[src/rtl/blzd_pkg.sv]
// Shared types and constants for the backward LZ77 decompressor.
// No dependencies; the datapath, controller and top-level files refer to this package by scoped names.
package blzd_pkg;

	localparam int WINDOW_DEPTH = 8192;
	localparam int PTR_W = $clog2(WINDOW_DEPTH);
	localparam int CNT_W = $clog2(WINDOW_DEPTH + 1);
	localparam int DIST_W = 13;
	localparam int LEN_W = 5;
	localparam int FLAGS_PER_BYTE = 8;
	localparam logic [7:0] FLAG_MSB = 8'h80;
	localparam logic [7:0] LEN_SHIFT_MASK = 8'h0F;
	localparam int MIN_MATCH = 3;

	typedef struct packed {
		logic [7:0] in_byte;
		logic       last_in;
	} in_item_t;

	typedef struct packed {
		logic [7:0] out_byte;
		logic       run_last;
		logic       frame_end;
	} out_item_t;

	typedef struct packed {
		logic accept;
		logic rd_en;
		logic emit;
	} ctrl_cmd_t;

	typedef struct packed {
		logic is_lit;
		logic is_match;
		logic out_free;
		logic token_last;
	} ctrl_status_t;

endpackage

[src/rtl/blzd_ctrl.sv]
// Controller: sequences input acceptance, history reads and result emission.
// Depends on blzd_pkg.
module blzd_ctrl (
	input  logic                   clk,
	input  logic                   arst_n,
	input  logic                   in_valid,
	output logic                   in_ready,
	input  blzd_pkg::ctrl_status_t status,
	output blzd_pkg::ctrl_cmd_t    cmd
);

	typedef enum logic [1:0] {
		S_INPUT,
		S_READ,
		S_EMIT
	} state_t;

	state_t state_q;

	assign in_ready = (state_q == S_INPUT);
	assign cmd.accept = in_valid && (state_q == S_INPUT);
	assign cmd.rd_en = (state_q == S_READ);
	assign cmd.emit = (state_q == S_EMIT) && status.out_free;

	always_ff @(posedge clk or negedge arst_n) begin
		if (!arst_n) begin
			state_q <= S_INPUT;
		end else begin
			unique case (state_q)
				S_INPUT: begin
					if (in_valid) begin
						if (status.is_match) begin
							state_q <= S_READ;
						end else if (status.is_lit) begin
							state_q <= S_EMIT;
						end
					end
				end
				S_READ: begin
					state_q <= S_EMIT;
				end
				S_EMIT: begin
					if (status.out_free) begin
						state_q <= status.token_last ? S_INPUT : S_READ;
					end
				end
				default: begin
					state_q <= S_INPUT;
				end
			endcase
		end
	end

endmodule

[config.mk]
export PLATFORM = sky130hd
export DESIGN_NAME = blzd_ctrl
export DESIGN_NICKNAME = d
export VERILOG_FILES = /design/src/rtl/blzd_pkg.sv /design/src/rtl/blzd_ctrl.sv
export SDC_FILE = /design/constraint.sdc
export NUM_CORES = 1
export LEC_CHECK = 0
export BUFFER_PORTS_ARGS = -buffer_cell sky130_fd_sc_hd__clkbuf_2
export CAP_MARGIN = 5
export CORE_AREA = 2 2 39 41
export CTS_BUF_LIST = sky130_fd_sc_hd__clkbuf_4
export CTS_CLUSTER_DIAMETER = 200
export DETAILED_ROUTE_END_ITERATION = 12
export DIE_AREA = 0 0 41 43
export PLACE_DENSITY = 0.3
export RECOVER_POWER = 100
export SLEW_MARGIN = 10
export SYNTH_ARGS = -nofsm -noshare
export SYNTH_HDL_FRONTEND = slang
export SYNTH_SLANG_ARGS = --single-unit
[constraint.sdc]
create_clock -name clk -period 0.9 [get_ports clk]
set_input_delay 0.18 -clock clk [delete_from_list [all_inputs] [get_ports clk]]
set_output_delay 0.18 -clock clk [all_outputs]
set_load 0.05 [all_outputs]
==> impl_metrics.prom, run 1 <==
# TYPE chip_impl_metric gauge
chip_impl_metric{name="routed_via_count_divided_by_cell_count",unit=""} 3.479
chip_impl_metric{name="worstSkewPairLatency",unit="ns"} 0.22
chip_impl_metric{name="final_setup_violations",unit=""} 5
chip_impl_metric{name="placed_cells",unit=""} 41
chip_impl_metric{name="layout_cell_area_excl_fill",unit="um2"} 344.1
chip_impl_info{name="timing.setup.critical_path_class",value="reg -> out"} 1
chip_impl_metric{name="whs",unit="ns"} 0.2383
chip_impl_metric{name="cts-root-to-sink-buffers",unit=""} 2
chip_impl_metric{name="final_critical_path_setup_slack",unit="ns"} -0.3515
chip_impl_metric{name="antenna_viol_nets_final",unit=""} 0
chip_impl_info{name="largest-register",value="state_q"} 1
chip_impl_metric{name="cts_num_sinks",unit=""} 2
chip_impl_metric{name="syn-mean-instance-area",unit="um2"} 10.11
chip_impl_metric{name="yosys.area_share.simple",unit=""} 0.4433
chip_impl_metric{name="starting_drt_drc_count",unit=""} 1
chip_impl_metric{name="finalNonFillerCells",unit=""} 48
chip_impl_metric{name="finalMaxSlewViolations",unit=""} 0
chip_impl_metric{name="number_of_global_route_vias_before_repair",unit=""} 180
chip_impl_metric{name="synth-seq-cells",unit=""} 2
chip_impl_info{name="clk_root_buffer_cell",value="sky130_fd_sc_hd__clkbuf_4"} 1
chip_impl_metric{name="critical_path_arrival",unit="ns"} 1.07
chip_impl_metric{name="share_of_post_route_cells_with_drive_strength_above_1",unit=""} 0.7813
chip_impl_metric{name="worst_path_clk_slew",unit="ns"} 0.03
chip_impl_metric{name="synth_cell_types",unit=""} 8
chip_impl_metric{name="postPlaceCellArea",unit="um2"} 221.5
chip_impl_metric{name="grt_first_pass_wirelength",unit="um"} 655
chip_impl_metric{name="peakVddDrop",unit="V"} 0.0008867
chip_impl_metric{name="wirelength",unit="um"} 465
chip_impl_metric{name="netlist.area_leader.share",unit=""} 0.4124
chip_impl_metric{name="htree_levels",unit=""} 1
chip_impl_metric{name="powerDensity",unit="nW/um2"} 3672
chip_impl_metric{name="chipWidth",unit="um"} 41
chip_impl_metric{name="yosys-mux-area-fraction",unit=""} 0
chip_impl_info{name="hold_path_class",value="in -> reg"} 1
chip_impl_info{name="failing_checks",value="negative setup slack"} 1
chip_impl_info{name="startpoint_kind_of_the_worst_setup_timing_path",value="flop"} 1
chip_impl_metric{name="pin_count_of_the_biggest_net_entering_global_routing",unit=""} 6
chip_impl_metric{name="timing_hold_violations_final",unit=""} 0
chip_impl_metric{name="number_of_antenna_violations_at_the_first_check_in_global_routing",unit=""} 0
chip_impl_metric{name="final.min_clock_period",unit="ns"} 1.252
chip_impl_metric{name="placementRows",unit=""} 14
chip_impl_metric{name="largest_reg_flops",unit=""} 2
chip_impl_metric{name="end_of_flow_core_utilization",unit=""} 0.2486
chip_impl_metric{name="gpl.final_weighted_congestion",unit=""} 0.5738
chip_impl_metric{name="timing.fmax",unit="GHz"} 0.7990
chip_impl_info{name="yosys-top-cells-area",value="sky130_fd_sc_hd__dfrtp_1 41%, sky130_fd_sc_hd__nand3b_1 19%, sky130_fd_sc_hd__a21oi_1 8.2%"} 1
chip_impl_metric{name="placeableCoreArea",unit="um2"} 1384
chip_impl_metric{name="initial_core_util",unit=""} 0.08770
chip_impl_metric{name="tightest_slew",unit="ns"} 0.1817
chip_impl_metric{name="cells_after_synthesis",unit=""} 12
chip_impl_metric{name="drt-wirelength-per-cell",unit="um"} 9.688
chip_impl_metric{name="drc",unit=""} 0
chip_impl_metric{name="vias",unit=""} 167
chip_impl_metric{name="crit_path_max_incr_delay",unit="ns"} 0.43
chip_impl_metric{name="layout_worst_path_cycle_share",unit=""} 1.391
chip_impl_metric{name="pre_cts_slack",unit="ns"} -0.2421
chip_impl_metric{name="layout-area-overhead-vs-synth",unit="%"} 183.5
chip_impl_metric{name="cts_made_buffers",unit=""} 3
chip_impl_info{name="mostFrequentLayoutCell",value="sky130_fd_sc_hd__buf_4"} 1
chip_impl_info{name="mostFrequentLayoutCells",value="6 x sky130_fd_sc_hd__buf_4, 5 x sky130_fd_sc_hd__clkbuf_2, 3 x sky130_fd_sc_hd__nand3b_1, 3 x sky130_fd_sc_hd__clkbuf_4"} 1
chip_impl_info{name="critical-path-slowest-cell",value="sky130_fd_sc_hd__dfrtp_2"} 1
chip_impl_metric{name="port_buffers",unit=""} 10
chip_impl_metric{name="die_area",unit="um2"} 1763
chip_impl_metric{name="fraction_of_synthesized_cell_area_in_xor_and_xnor_cells",unit=""} 0
chip_impl_metric{name="io_pins",unit=""} 11
chip_impl_metric{name="mappedNetlistArea",unit="um2"} 121.4
chip_impl_metric{name="grt_overflow_total",unit=""} 0
chip_impl_metric{name="net_count_of_the_finished_layout",unit=""} 41
chip_impl_info{name="rsz_0062_raised_after_global_routing",value="true"} 1
chip_impl_metric{name="die_h",unit="um"} 43
chip_impl_info{name="timing.critical_path.to_type",value="output port"} 1
chip_impl_metric{name="slew_headroom",unit=""} 0.8789
chip_impl_info{name="cell_chain_critical_path",value="nor2_4, and2_4, clkbuf_16"} 1
chip_impl_metric{name="synth_compound_area_frac",unit=""} 0.1443
chip_impl_metric{name="synth-adder-area-share",unit=""} 0
chip_impl_metric{name="cp_data_required_time",unit="ns"} 0.72
chip_impl_metric{name="path_max_fanout",unit=""} 5
chip_impl_info{name="yosys.area.top_type",value="sky130_fd_sc_hd__dfrtp_1"} 1
chip_impl_metric{name="final.setup_skew",unit="ns"} 0.002824
chip_impl_metric{name="gr-usage-all-layers",unit=""} 0.06325
chip_impl_metric{name="leakagePower",unit="uW"} 0.0001609
chip_impl_metric{name="antenna-diode-count",unit=""} 0
chip_impl_metric{name="drt_pass1_iterations",unit=""} 2
chip_impl_info{name="run_status",value="finished, violations left"} 1
chip_impl_info{name="combinational_family_with_the_most_area_after_synthesis",value="simple AND/OR/NAND/NOR gates"} 1
chip_impl_metric{name="synth-seq-area-share",unit=""} 0.4124
chip_impl_info{name="cts_tree",value="built"} 1
chip_impl_metric{name="mappedNetlistNets",unit=""} 19
chip_impl_info{name="layout_top_registers",value="state_q x2"} 1
chip_impl_metric{name="cap_viol_max_count",unit=""} 0
chip_impl_metric{name="synth_warnings",unit=""} 0
## power breakdown
part | leakage [uW] | total (uW) | switching [uW] | internal (uW)
sequential | 0.0000240 | 189 | 58.0 | 131
clock | 0.0000138 | 196 | 49.1 | 147
combinational | 0.000123 | 878 | 395 | 483
## synthesized netlist by cell type (all sizes together)
master and count:
nand3b 3, o21a 1, nor2 1, and2b 1, dfrtp 2, and3b 1
and2 1, a21oi 2
## worst max-delay path: cells and delay by family, from the launching register on
family                 cells  cell delay [ns]
buffers and inverters      1             0.15
DFF                        1             0.43
and+or+nand+nor            2             0.27
## timing repair
item / 4_1_cts / 5_1_grt
hold buffers: 1 / 0
endpoints found under the setup margin: 5 / 6
pin swaps: 1 / 3
gates resized for setup: 12 / 3
buffers inserted: 3 / 0
cloned: 0 / 0
hold endpoints to repair: 2 / 0
## logic make-up (layout without fill, tap and decap cells)
logic type             after synthesis  in the layout
AND/OR/NAND/NOR                      7              7
AO/OA/AOI/OAI                        3              3
flip-flops                           2              2
buffers and inverters                0             20
## routing by layer
layer	vias to the layer above	part of all wire	track usage
met1	71	0.44	0.05145
met4	0	0	0.08000
met5	-	0	0
met3	0	0.11	0.03141
met2	11	0.46	0.09063
li1	85	-	-
## area by class of cell
| cell class | instances | area, um2 |
|---|---|---|
| fillers | 152 | 1040 |
| clock buffers | 3 | 22.52 |
| multi-input cells | 10 | 86.33 |
| repair buffers | 17 | 163.9 |
| well taps | 16 | 20.02 |
| flip-flops and latches | 2 | 51.30 |
## worst paths after layout
path	cells past startpoint	slack [ns]	startpoint	to
min	3	0.24	status[3]	state_q[1]
min in group asynchronous	2	0.27	arst_n	state_q[0]
min reg2reg	2	0.64	state_q[1]	state_q[0]
max in group asynchronous	2	0.49	arst_n	state_q[1]
max	3	-0.35	state_q[1]	cmd[2]
max reg2reg	5	-0.14	state_q[0]	state_q[1]
## stage by stage
step	TNS [ns]	total power (uW)
after global routing	-1.638	1334
after CTS	-1.548	1247
final	-1.464	1264
after global placement	-0.7369	716.1
after floorplan	-0.5584	544.0
after detailed placement	-0.7917	720.8
Power figures use the tool's default switching activity.
==> run 2: changes to the inputs <==
--- a/config.mk
+++ b/config.mk
@@ -5,13 +5,13 @@
 export SDC_FILE = /design/constraint.sdc
 export NUM_CORES = 1
 export LEC_CHECK = 0
-export BUFFER_PORTS_ARGS = -buffer_cell sky130_fd_sc_hd__clkbuf_2
 export CAP_MARGIN = 5
 export CORE_AREA = 2 2 39 41
 export CTS_BUF_LIST = sky130_fd_sc_hd__clkbuf_4
 export CTS_CLUSTER_DIAMETER = 200
 export DETAILED_ROUTE_END_ITERATION = 12
 export DIE_AREA = 0 0 41 43
+export DONT_BUFFER_PORTS = 1
 export PLACE_DENSITY = 0.3
 export RECOVER_POWER = 100
 export SLEW_MARGIN = 10
==> run 2 against run 1 <==
Against the previous run:
- the flow still finishes with violations (negative setup slack)
- sequential power barely moved
- setup slack improved by 0.0062 ns
- global-route usage shrank 2.0 points
- first-iteration DRC count down 100%
- non-clock buffer count down 13
- wire length decreased by 29%
- count of clock-buffer cells in the layout did not move
- power down 21%
- maximum frequency up 0.49%
- die area unchanged
- critical endpoint is now cmd[0]
- largest power group unchanged
==> impl_metrics.prom, run 2 (synthesized netlist as in run 1, its figures left out) <==
# TYPE chip_impl_metric gauge
chip_impl_info{name="rsz_0062_raised_after_global_routing",value="true"} 1
chip_impl_info{name="timing.critical_path.to_type",value="output port"} 1
chip_impl_metric{name="pin_count_of_the_biggest_net_entering_global_routing",unit=""} 6
chip_impl_metric{name="cell_internal_pwr",unit="uW"} 549.6
chip_impl_metric{name="timing_hold_violations_final",unit=""} 0
chip_impl_metric{name="r2r_setup_slack",unit="ns"} 0.05
chip_impl_metric{name="vias",unit=""} 125
chip_impl_info{name="rr_startpoint",value="state_q[1]"} 1
chip_impl_metric{name="crit_path_max_incr_delay",unit="ns"} 0.43
chip_impl_metric{name="htree_levels",unit=""} 1
chip_impl_metric{name="timing.fmax",unit="GHz"} 0.8030
chip_impl_metric{name="antenna_viol_nets_final",unit=""} 0
chip_impl_metric{name="grt_first_pass_wirelength",unit="um"} 441
chip_impl_metric{name="io_pins",unit=""} 11
chip_impl_metric{name="tightest_slew",unit="ns"} 0.2593
chip_impl_info{name="largest-register",value="state_q"} 1
chip_impl_info{name="clk_root_buffer_cell",value="sky130_fd_sc_hd__clkbuf_4"} 1
chip_impl_info{name="path_delay_family",value="flip-flops"} 1
chip_impl_metric{name="worst_path_clk_slew",unit="ns"} 0.03
chip_impl_metric{name="cts_made_buffers",unit=""} 3
chip_impl_metric{name="port_buffers",unit=""} 0
chip_impl_metric{name="die_area",unit="um2"} 1763
chip_impl_metric{name="cts_num_sinks",unit=""} 2
chip_impl_info{name="timing.setup.critical_path_class",value="reg -> out"} 1
chip_impl_metric{name="power_switching",unit="uW"} 443.3
chip_impl_metric{name="powerDensity",unit="nW/um2"} 4433
chip_impl_info{name="run_status",value="finished, violations left"} 1
chip_impl_metric{name="placeableCoreArea",unit="um2"} 1384
chip_impl_metric{name="layout_cell_area_excl_fill",unit="um2"} 224.0
chip_impl_metric{name="critical_path_arrival",unit="ns"} 1.07
chip_impl_metric{name="slew_headroom",unit=""} 0.8277
chip_impl_metric{name="leakagePower",unit="uW"} 0.00008925
chip_impl_metric{name="share_of_post_route_cells_with_drive_strength_above_1",unit=""} 0.6842
chip_impl_metric{name="gpl.final_weighted_congestion",unit=""} 0.4423
chip_impl_metric{name="final.setup_skew",unit="ns"} 0.001006
chip_impl_metric{name="min_delay_path_depth",unit=""} 2
chip_impl_metric{name="layout-area-overhead-vs-synth",unit="%"} 84.54
chip_impl_metric{name="finalMaxSlewViolations",unit=""} 0
chip_impl_metric{name="layout_worst_path_cycle_share",unit=""} 1.384
chip_impl_metric{name="path_max_fanout",unit=""} 5
chip_impl_info{name="critical-path-slowest-cell",value="sky130_fd_sc_hd__dfrtp_2"} 1
chip_impl_metric{name="die_h",unit="um"} 43
chip_impl_metric{name="routed_via_count_divided_by_cell_count",unit=""} 3.571
chip_impl_metric{name="number_of_global_route_vias_before_repair",unit=""} 141
chip_impl_info{name="critical_path.reg2reg.endpoint",value="state_q[1]"} 1
chip_impl_metric{name="placementRows",unit=""} 14
chip_impl_info{name="cts_tree",value="built"} 1
chip_impl_metric{name="initial_core_util",unit=""} 0.08770
chip_impl_metric{name="wirelength",unit="um"} 331
chip_impl_metric{name="whs",unit="ns"} 0.1162
chip_impl_metric{name="end_of_flow_core_utilization",unit=""} 0.1618
chip_impl_metric{name="peakVddDrop",unit="V"} 0.0005886
chip_impl_metric{name="drt-wirelength-per-cell",unit="um"} 9.457
chip_impl_metric{name="final_setup_violations",unit=""} 4
chip_impl_metric{name="r2r_cells",unit=""} 3
chip_impl_metric{name="worstSkewPairLatency",unit="ns"} 0.22
chip_impl_metric{name="drt_pass1_iterations",unit=""} 1
chip_impl_metric{name="postPlaceCellArea",unit="um2"} 176.4
chip_impl_metric{name="cap_viol_max_count",unit=""} 0
chip_impl_metric{name="cp_data_required_time",unit="ns"} 0.72
chip_impl_metric{name="power_frac_comb",unit=""} 0.611
chip_impl_metric{name="critical_path.n_buffers_inverters",unit=""} 0
chip_impl_info{name="failing_checks",value="negative setup slack"} 1
chip_impl_metric{name="clockPowerShare",unit=""} 0.198
chip_impl_info{name="mostFrequentLayoutCells",value="3 x sky130_fd_sc_hd__nand3b_1, 3 x sky130_fd_sc_hd__clkbuf_4, 2 x sky130_fd_sc_hd__dfrtp_2"} 1
chip_impl_metric{name="antenna-diode-count",unit=""} 0
chip_impl_metric{name="p_sw_frac",unit=""} 0.4464
chip_impl_info{name="hold_path_class",value="in -> reg"} 1
chip_impl_metric{name="chipWidth",unit="um"} 41
chip_impl_metric{name="gr-usage-all-layers",unit=""} 0.04313
chip_impl_metric{name="power.sequential.fraction",unit=""} 0.190
chip_impl_metric{name="cts-root-to-sink-buffers",unit=""} 2
chip_impl_info{name="cell_chain_critical_path",value="and3b_2"} 1
chip_impl_metric{name="final_critical_path_setup_slack",unit="ns"} -0.3454
chip_impl_info{name="crit_path_start",value="state_q[0]"} 1
chip_impl_metric{name="grt_overflow_total",unit=""} 0
chip_impl_info{name="layout_top_registers",value="state_q x2"} 1
chip_impl_metric{name="fillCellCount",unit=""} 158
chip_impl_metric{name="net_count_of_the_finished_layout",unit=""} 28
chip_impl_metric{name="drc",unit=""} 0
chip_impl_info{name="holdCritStartpoint",value="status[2]"} 1
chip_impl_metric{name="starting_drt_drc_count",unit=""} 0
chip_impl_metric{name="largest_reg_flops",unit=""} 2
chip_impl_metric{name="number_of_antenna_violations_at_the_first_check_in_global_routing",unit=""} 0
chip_impl_metric{name="final.min_clock_period",unit="ns"} 1.245
chip_impl_info{name="worst_hold_path.endpoint",value="state_q[0]"} 1
chip_impl_info{name="startpoint_kind_of_the_worst_setup_timing_path",value="flop"} 1
chip_impl_metric{name="overall_power_after_layout",unit="uW"} 992.9
chip_impl_metric{name="pre_cts_slack",unit="ns"} -0.1256
run 2: cell types whose count changed in the layout (fill, tap and decap cells not counted), moves of 2 or more:
cell	before	now
sky130_fd_sc_hd__buf_4	6	0
sky130_fd_sc_hd__buf_8	2	0
sky130_fd_sc_hd__clkbuf_16	2	0
sky130_fd_sc_hd__clkbuf_2	5	0
run 2: worst max path at each step:
| stage | endpoint | cells after the start |
|---|---|---|
| after floorplan | cmd[2] | 2 |
| after global placement | cmd[0] | 1 |
| after detailed placement | cmd[0] | 1 |
| after CTS | cmd[0] | 1 |
| after global routing | cmd[0] | 1 |
| final | cmd[0] | 1 |
run 2: cell type report:
type / count / area (um2) / area share
clock buffers: 3 / 22.52 / 0.1006
flip-flops and latches: 2 / 52.55 / 0.2346
repair buffers: 4 / 46.29 / 0.2067
well taps: 16 / 20.02 / 0.08939
multi-input cells: 10 / 82.58 / 0.3687
run 2: metal layers:
metal | wire length, um | track usage | share of wire | vias up
met1 | 131 | 0.02885 | 0.40 | 57
met4 | 0 | 0.04000 | 0 | 0
met5 | 0 | 0 | 0 | -
li1 | - | - | - | 57
met2 | 135 | 0.05938 | 0.41 | 11
met3 | 64 | 0.04712 | 0.19 | 0
run 2: power groups by stage:
stage          combinational, uW  clock (uW)  sequential, uW
3_5_place_dp                 542           0             189
5_1_grt                      636         213             200
6_report                     607         197             189
2_1_floorplan                366           0             178
3_3_place_gp                 541           0             190
4_1_cts                      608         213             189
run 2: what timing repair did:
item,in CTS,in global routing
setup endpoints to repair,4,5
pin swaps,2,0
hold buffers,1,0
setup buffers,1,0
gates resized for setup,2,3
hold endpoints to repair,2,0
run 2: per-stage QoR:
| stage | TNS (ns) | cells |
|---|---|---|
| 6_report | -1.241 | 35 |
| 3_5_place_dp | -0.3951 | 30 |
| 4_1_cts | -1.325 | 35 |
| 2_1_floorplan | -0.5584 | 12 |
| 3_3_place_gp | -0.3960 | 30 |
| 5_1_grt | -1.382 | 35 |
==> run 3: changes to the inputs <==
==> constraint.sdc (replaced) <==
create_clock -name clk -period 0.9 [get_ports clk]
set_input_delay 0.135 -clock clk [delete_from_list [all_inputs] [get_ports clk]]
set_output_delay 0.135 -clock clk [all_outputs]
set_load 0.05 [all_outputs]
==> run 3 against run 2 <==
Against the previous run:
- the run still ends with negative setup slack left
- worst hold slack lost 0.045 ns
- setup slack improved by 0.049 ns
- wire length decreased by 3.3%
- final cell count stayed put
- largest cell class unchanged
==> impl_metrics.prom, run 3 (synthesized netlist as in run 1, its figures left out) <==
# TYPE chip_impl_metric gauge
chip_impl_metric{name="routed_via_count_divided_by_cell_count",unit=""} 3.429
chip_impl_metric{name="powerDensity",unit="nW/um2"} 4317
chip_impl_metric{name="final_setup_violations",unit=""} 5
chip_impl_metric{name="critical_path.n_buffers_inverters",unit=""} 0
chip_impl_metric{name="number_of_antenna_violations_at_the_first_check_in_global_routing",unit=""} 0
chip_impl_info{name="hold_path_class",value="in -> reg"} 1
chip_impl_metric{name="tightest_slew",unit="ns"} 0.2577
chip_impl_metric{name="timing_hold_violations_final",unit=""} 0
chip_impl_metric{name="gr-usage-all-layers",unit=""} 0.04618
chip_impl_info{name="cts_tree",value="built"} 1
chip_impl_info{name="timing.critical_path.to_type",value="output port"} 1
chip_impl_metric{name="worst_path_clk_slew",unit="ns"} 0.03
chip_impl_metric{name="layout-area-overhead-vs-synth",unit="%"} 73.20
chip_impl_metric{name="finalMaxSlewViolations",unit=""} 0
chip_impl_info{name="path_delay_family",value="flip-flops"} 1
chip_impl_metric{name="crit_path_max_incr_delay",unit="ns"} 0.43
chip_impl_metric{name="finalNonFillerCells",unit=""} 35
chip_impl_metric{name="cp_data_required_time",unit="ns"} 0.76
chip_impl_info{name="run_status",value="finished, violations left"} 1
chip_impl_metric{name="final_critical_path_setup_slack",unit="ns"} -0.2963
chip_impl_metric{name="pin_count_of_the_biggest_net_entering_global_routing",unit=""} 7
chip_impl_metric{name="initial_core_util",unit=""} 0.08770
chip_impl_metric{name="drt-wirelength-per-cell",unit="um"} 9.143
chip_impl_metric{name="grt_overflow_total",unit=""} 0
chip_impl_metric{name="r2r_cells",unit=""} 4
chip_impl_metric{name="largest_reg_flops",unit=""} 2
chip_impl_metric{name="seq_area",unit="um2"} 52.55
chip_impl_metric{name="r2r_setup_slack",unit="ns"} -0.05
chip_impl_info{name="critical-path-slowest-cell",value="sky130_fd_sc_hd__dfrtp_2"} 1
chip_impl_metric{name="path_max_fanout",unit=""} 5
chip_impl_metric{name="cell_internal_pwr",unit="uW"} 490.0
chip_impl_metric{name="whs",unit="ns"} 0.07133
chip_impl_metric{name="slew_headroom",unit=""} 0.8288
chip_impl_metric{name="starting_drt_drc_count",unit=""} 1
chip_impl_metric{name="power_frac_comb",unit=""} 0.569
chip_impl_metric{name="multiInputGateArea",unit="um2"} 78.83
chip_impl_metric{name="min_delay_path_depth",unit=""} 2
chip_impl_metric{name="drc",unit=""} 0
chip_impl_metric{name="drt_pass1_iterations",unit=""} 2
chip_impl_metric{name="critical_path_arrival",unit="ns"} 1.06
chip_impl_info{name="rr_startpoint",value="state_q[1]"} 1
chip_impl_metric{name="timing.fmax",unit="GHz"} 0.8359
chip_impl_info{name="holdCritStartpoint",value="status[1]"} 1
chip_impl_metric{name="number_of_global_route_vias_before_repair",unit=""} 138
chip_impl_metric{name="port_buffers",unit=""} 0
chip_impl_metric{name="p_sw_frac",unit=""} 0.4600
chip_impl_metric{name="cts-root-to-sink-buffers",unit=""} 2
chip_impl_metric{name="placementRows",unit=""} 14
chip_impl_metric{name="cap_viol_max_count",unit=""} 0
chip_impl_metric{name="fillCellCount",unit=""} 162
chip_impl_metric{name="die_h",unit="um"} 43
chip_impl_metric{name="cts_num_sinks",unit=""} 2
chip_impl_metric{name="power_switching",unit="uW"} 417.4
chip_impl_metric{name="layout_worst_path_cycle_share",unit=""} 1.329
chip_impl_metric{name="worstSkewPairLatency",unit="ns"} 0.22
chip_impl_metric{name="share_of_post_route_cells_with_drive_strength_above_1",unit=""} 0.6316
chip_impl_metric{name="net_count_of_the_finished_layout",unit=""} 28
chip_impl_info{name="mostFrequentLayoutCells",value="3 x sky130_fd_sc_hd__nand3b_1, 3 x sky130_fd_sc_hd__clkbuf_4, 2 x sky130_fd_sc_hd__a21oi_1, 2 x sky130_fd_sc_hd__buf_4, 2 x sky130_fd_sc_hd__dfrtp_2"} 1
chip_impl_metric{name="die_area",unit="um2"} 1763
chip_impl_metric{name="peakVddDrop",unit="V"} 0.0006175
chip_impl_metric{name="clockPowerShare",unit=""} 0.215
chip_impl_metric{name="final.min_clock_period",unit="ns"} 1.196
chip_impl_info{name="rsz_0062_raised_after_global_routing",value="true"} 1
chip_impl_metric{name="layout_cell_area_excl_fill",unit="um2"} 210.2
chip_impl_info{name="critical_path.reg2reg.endpoint",value="state_q[1]"} 1
chip_impl_metric{name="cts_made_buffers",unit=""} 3
chip_impl_info{name="startpoint_kind_of_the_worst_setup_timing_path",value="flop"} 1
chip_impl_metric{name="leakagePower",unit="uW"} 0.00008527
chip_impl_metric{name="htree_levels",unit=""} 1
chip_impl_info{name="largest-register",value="state_q"} 1
chip_impl_info{name="timing.setup.critical_path_class",value="reg -> out"} 1
chip_impl_info{name="clk_root_buffer_cell",value="sky130_fd_sc_hd__clkbuf_4"} 1
chip_impl_metric{name="gpl.final_weighted_congestion",unit=""} 0.4541
chip_impl_metric{name="antenna_viol_nets_final",unit=""} 0
chip_impl_info{name="failing_checks",value="negative setup slack"} 1
chip_impl_metric{name="grt_first_pass_wirelength",unit="um"} 448
chip_impl_metric{name="power.sequential.fraction",unit=""} 0.216
chip_impl_metric{name="io_pins",unit=""} 11
chip_impl_metric{name="final.setup_skew",unit="ns"} 0.000001124
chip_impl_info{name="worst_hold_path.endpoint",value="state_q[1]"} 1
chip_impl_metric{name="wirelength",unit="um"} 320
chip_impl_metric{name="placeableCoreArea",unit="um2"} 1384
chip_impl_info{name="layout_top_registers",value="state_q x2"} 1
chip_impl_metric{name="antenna-diode-count",unit=""} 0
chip_impl_info{name="cell_chain_critical_path",value="and3b_2"} 1
chip_impl_metric{name="vias",unit=""} 120
chip_impl_metric{name="postPlaceCellArea",unit="um2"} 163.9
chip_impl_metric{name="chipWidth",unit="um"} 41
chip_impl_metric{name="placed_cells",unit=""} 30
[run 3: cell counts in the layout (fill, tap and decap cells not counted)]
Identical to the previous run, type by type.
[run 3: repair_timing]
item                                    4_1_cts  5_1_grt
buffers inserted                              1        0
gates cloned                                  0        0
hold buffers                                  1        0
endpoints found under the setup margin        4        5
pin swaps                                     2        0
gates resized for setup                       2        1
hold endpoints to repair                      2        0
[run 3: worst reg2reg max path, stage by stage (launching register included)]
cell	delay [ns]
sky130_fd_sc_hd__dfrtp_2	0.43
sky130_fd_sc_hd__nor2_4	0.14
sky130_fd_sc_hd__buf_4	0.11
sky130_fd_sc_hd__buf_4	0.09
sky130_fd_sc_hd__a21oi_1	0.05
[run 3: power groups by stage]
stage	Clock [uW]	Sequential, uW	Combinational [uW]
after global placement	0	190	460
after global routing	211	205	552
after floorplan	0	178	366
final	195	196	516
after detailed placement	0	189	458
after CTS	213	193	522
[run 3: layer usage]
layer | share of wire | track usage | vias up | wire, um
li1 | - | - | 57 | -
met1 | 0.38 | 0.03537 | 52 | 121
met2 | 0.44 | 0.05313 | 11 | 142
met3 | 0.18 | 0.03141 | 0 | 57
met4 | 0 | 0.08000 | 0 | 0
met5 | 0 | 0 | - | 0
[run 3: how the worst max path moves through the flow]
stage,endpoint,cells after the start,slack (ns),from
3_5_place_dp,cmd[0],1,-0.07,state_q[0]
3_3_place_gp,cmd[0],1,-0.08,state_q[0]
5_1_grt,cmd[0],1,-0.32,state_q[0]
4_1_cts,cmd[0],1,-0.32,state_q[0]
6_report,cmd[0],1,-0.30,state_q[0]
2_1_floorplan,cmd[2],2,-0.26,state_q[0]
[run 3: area by class of cell]
type,instances,share of cell area
repair buffers,4,0.1726
multi-input cells,10,0.3750
clock buffers,3,0.1071
well taps,16,0.09524
flip-flops and latches,2,0.2500
[run 3: metrics by stage]
stage	util	worst slack (ns)	TNS [ns]	power, uW
floorplan	-	-0.2643	-0.4179	544.0
global placement	0.1184	-0.08308	-0.1901	650.4
detailed placement	0.1184	-0.07413	-0.1759	647.0
CTS	0.1510	-0.3175	-1.172	928.7
global route	0.1519	-0.3235	-1.296	968.1
finish	0.1519	-0.2963	-1.095	907.4
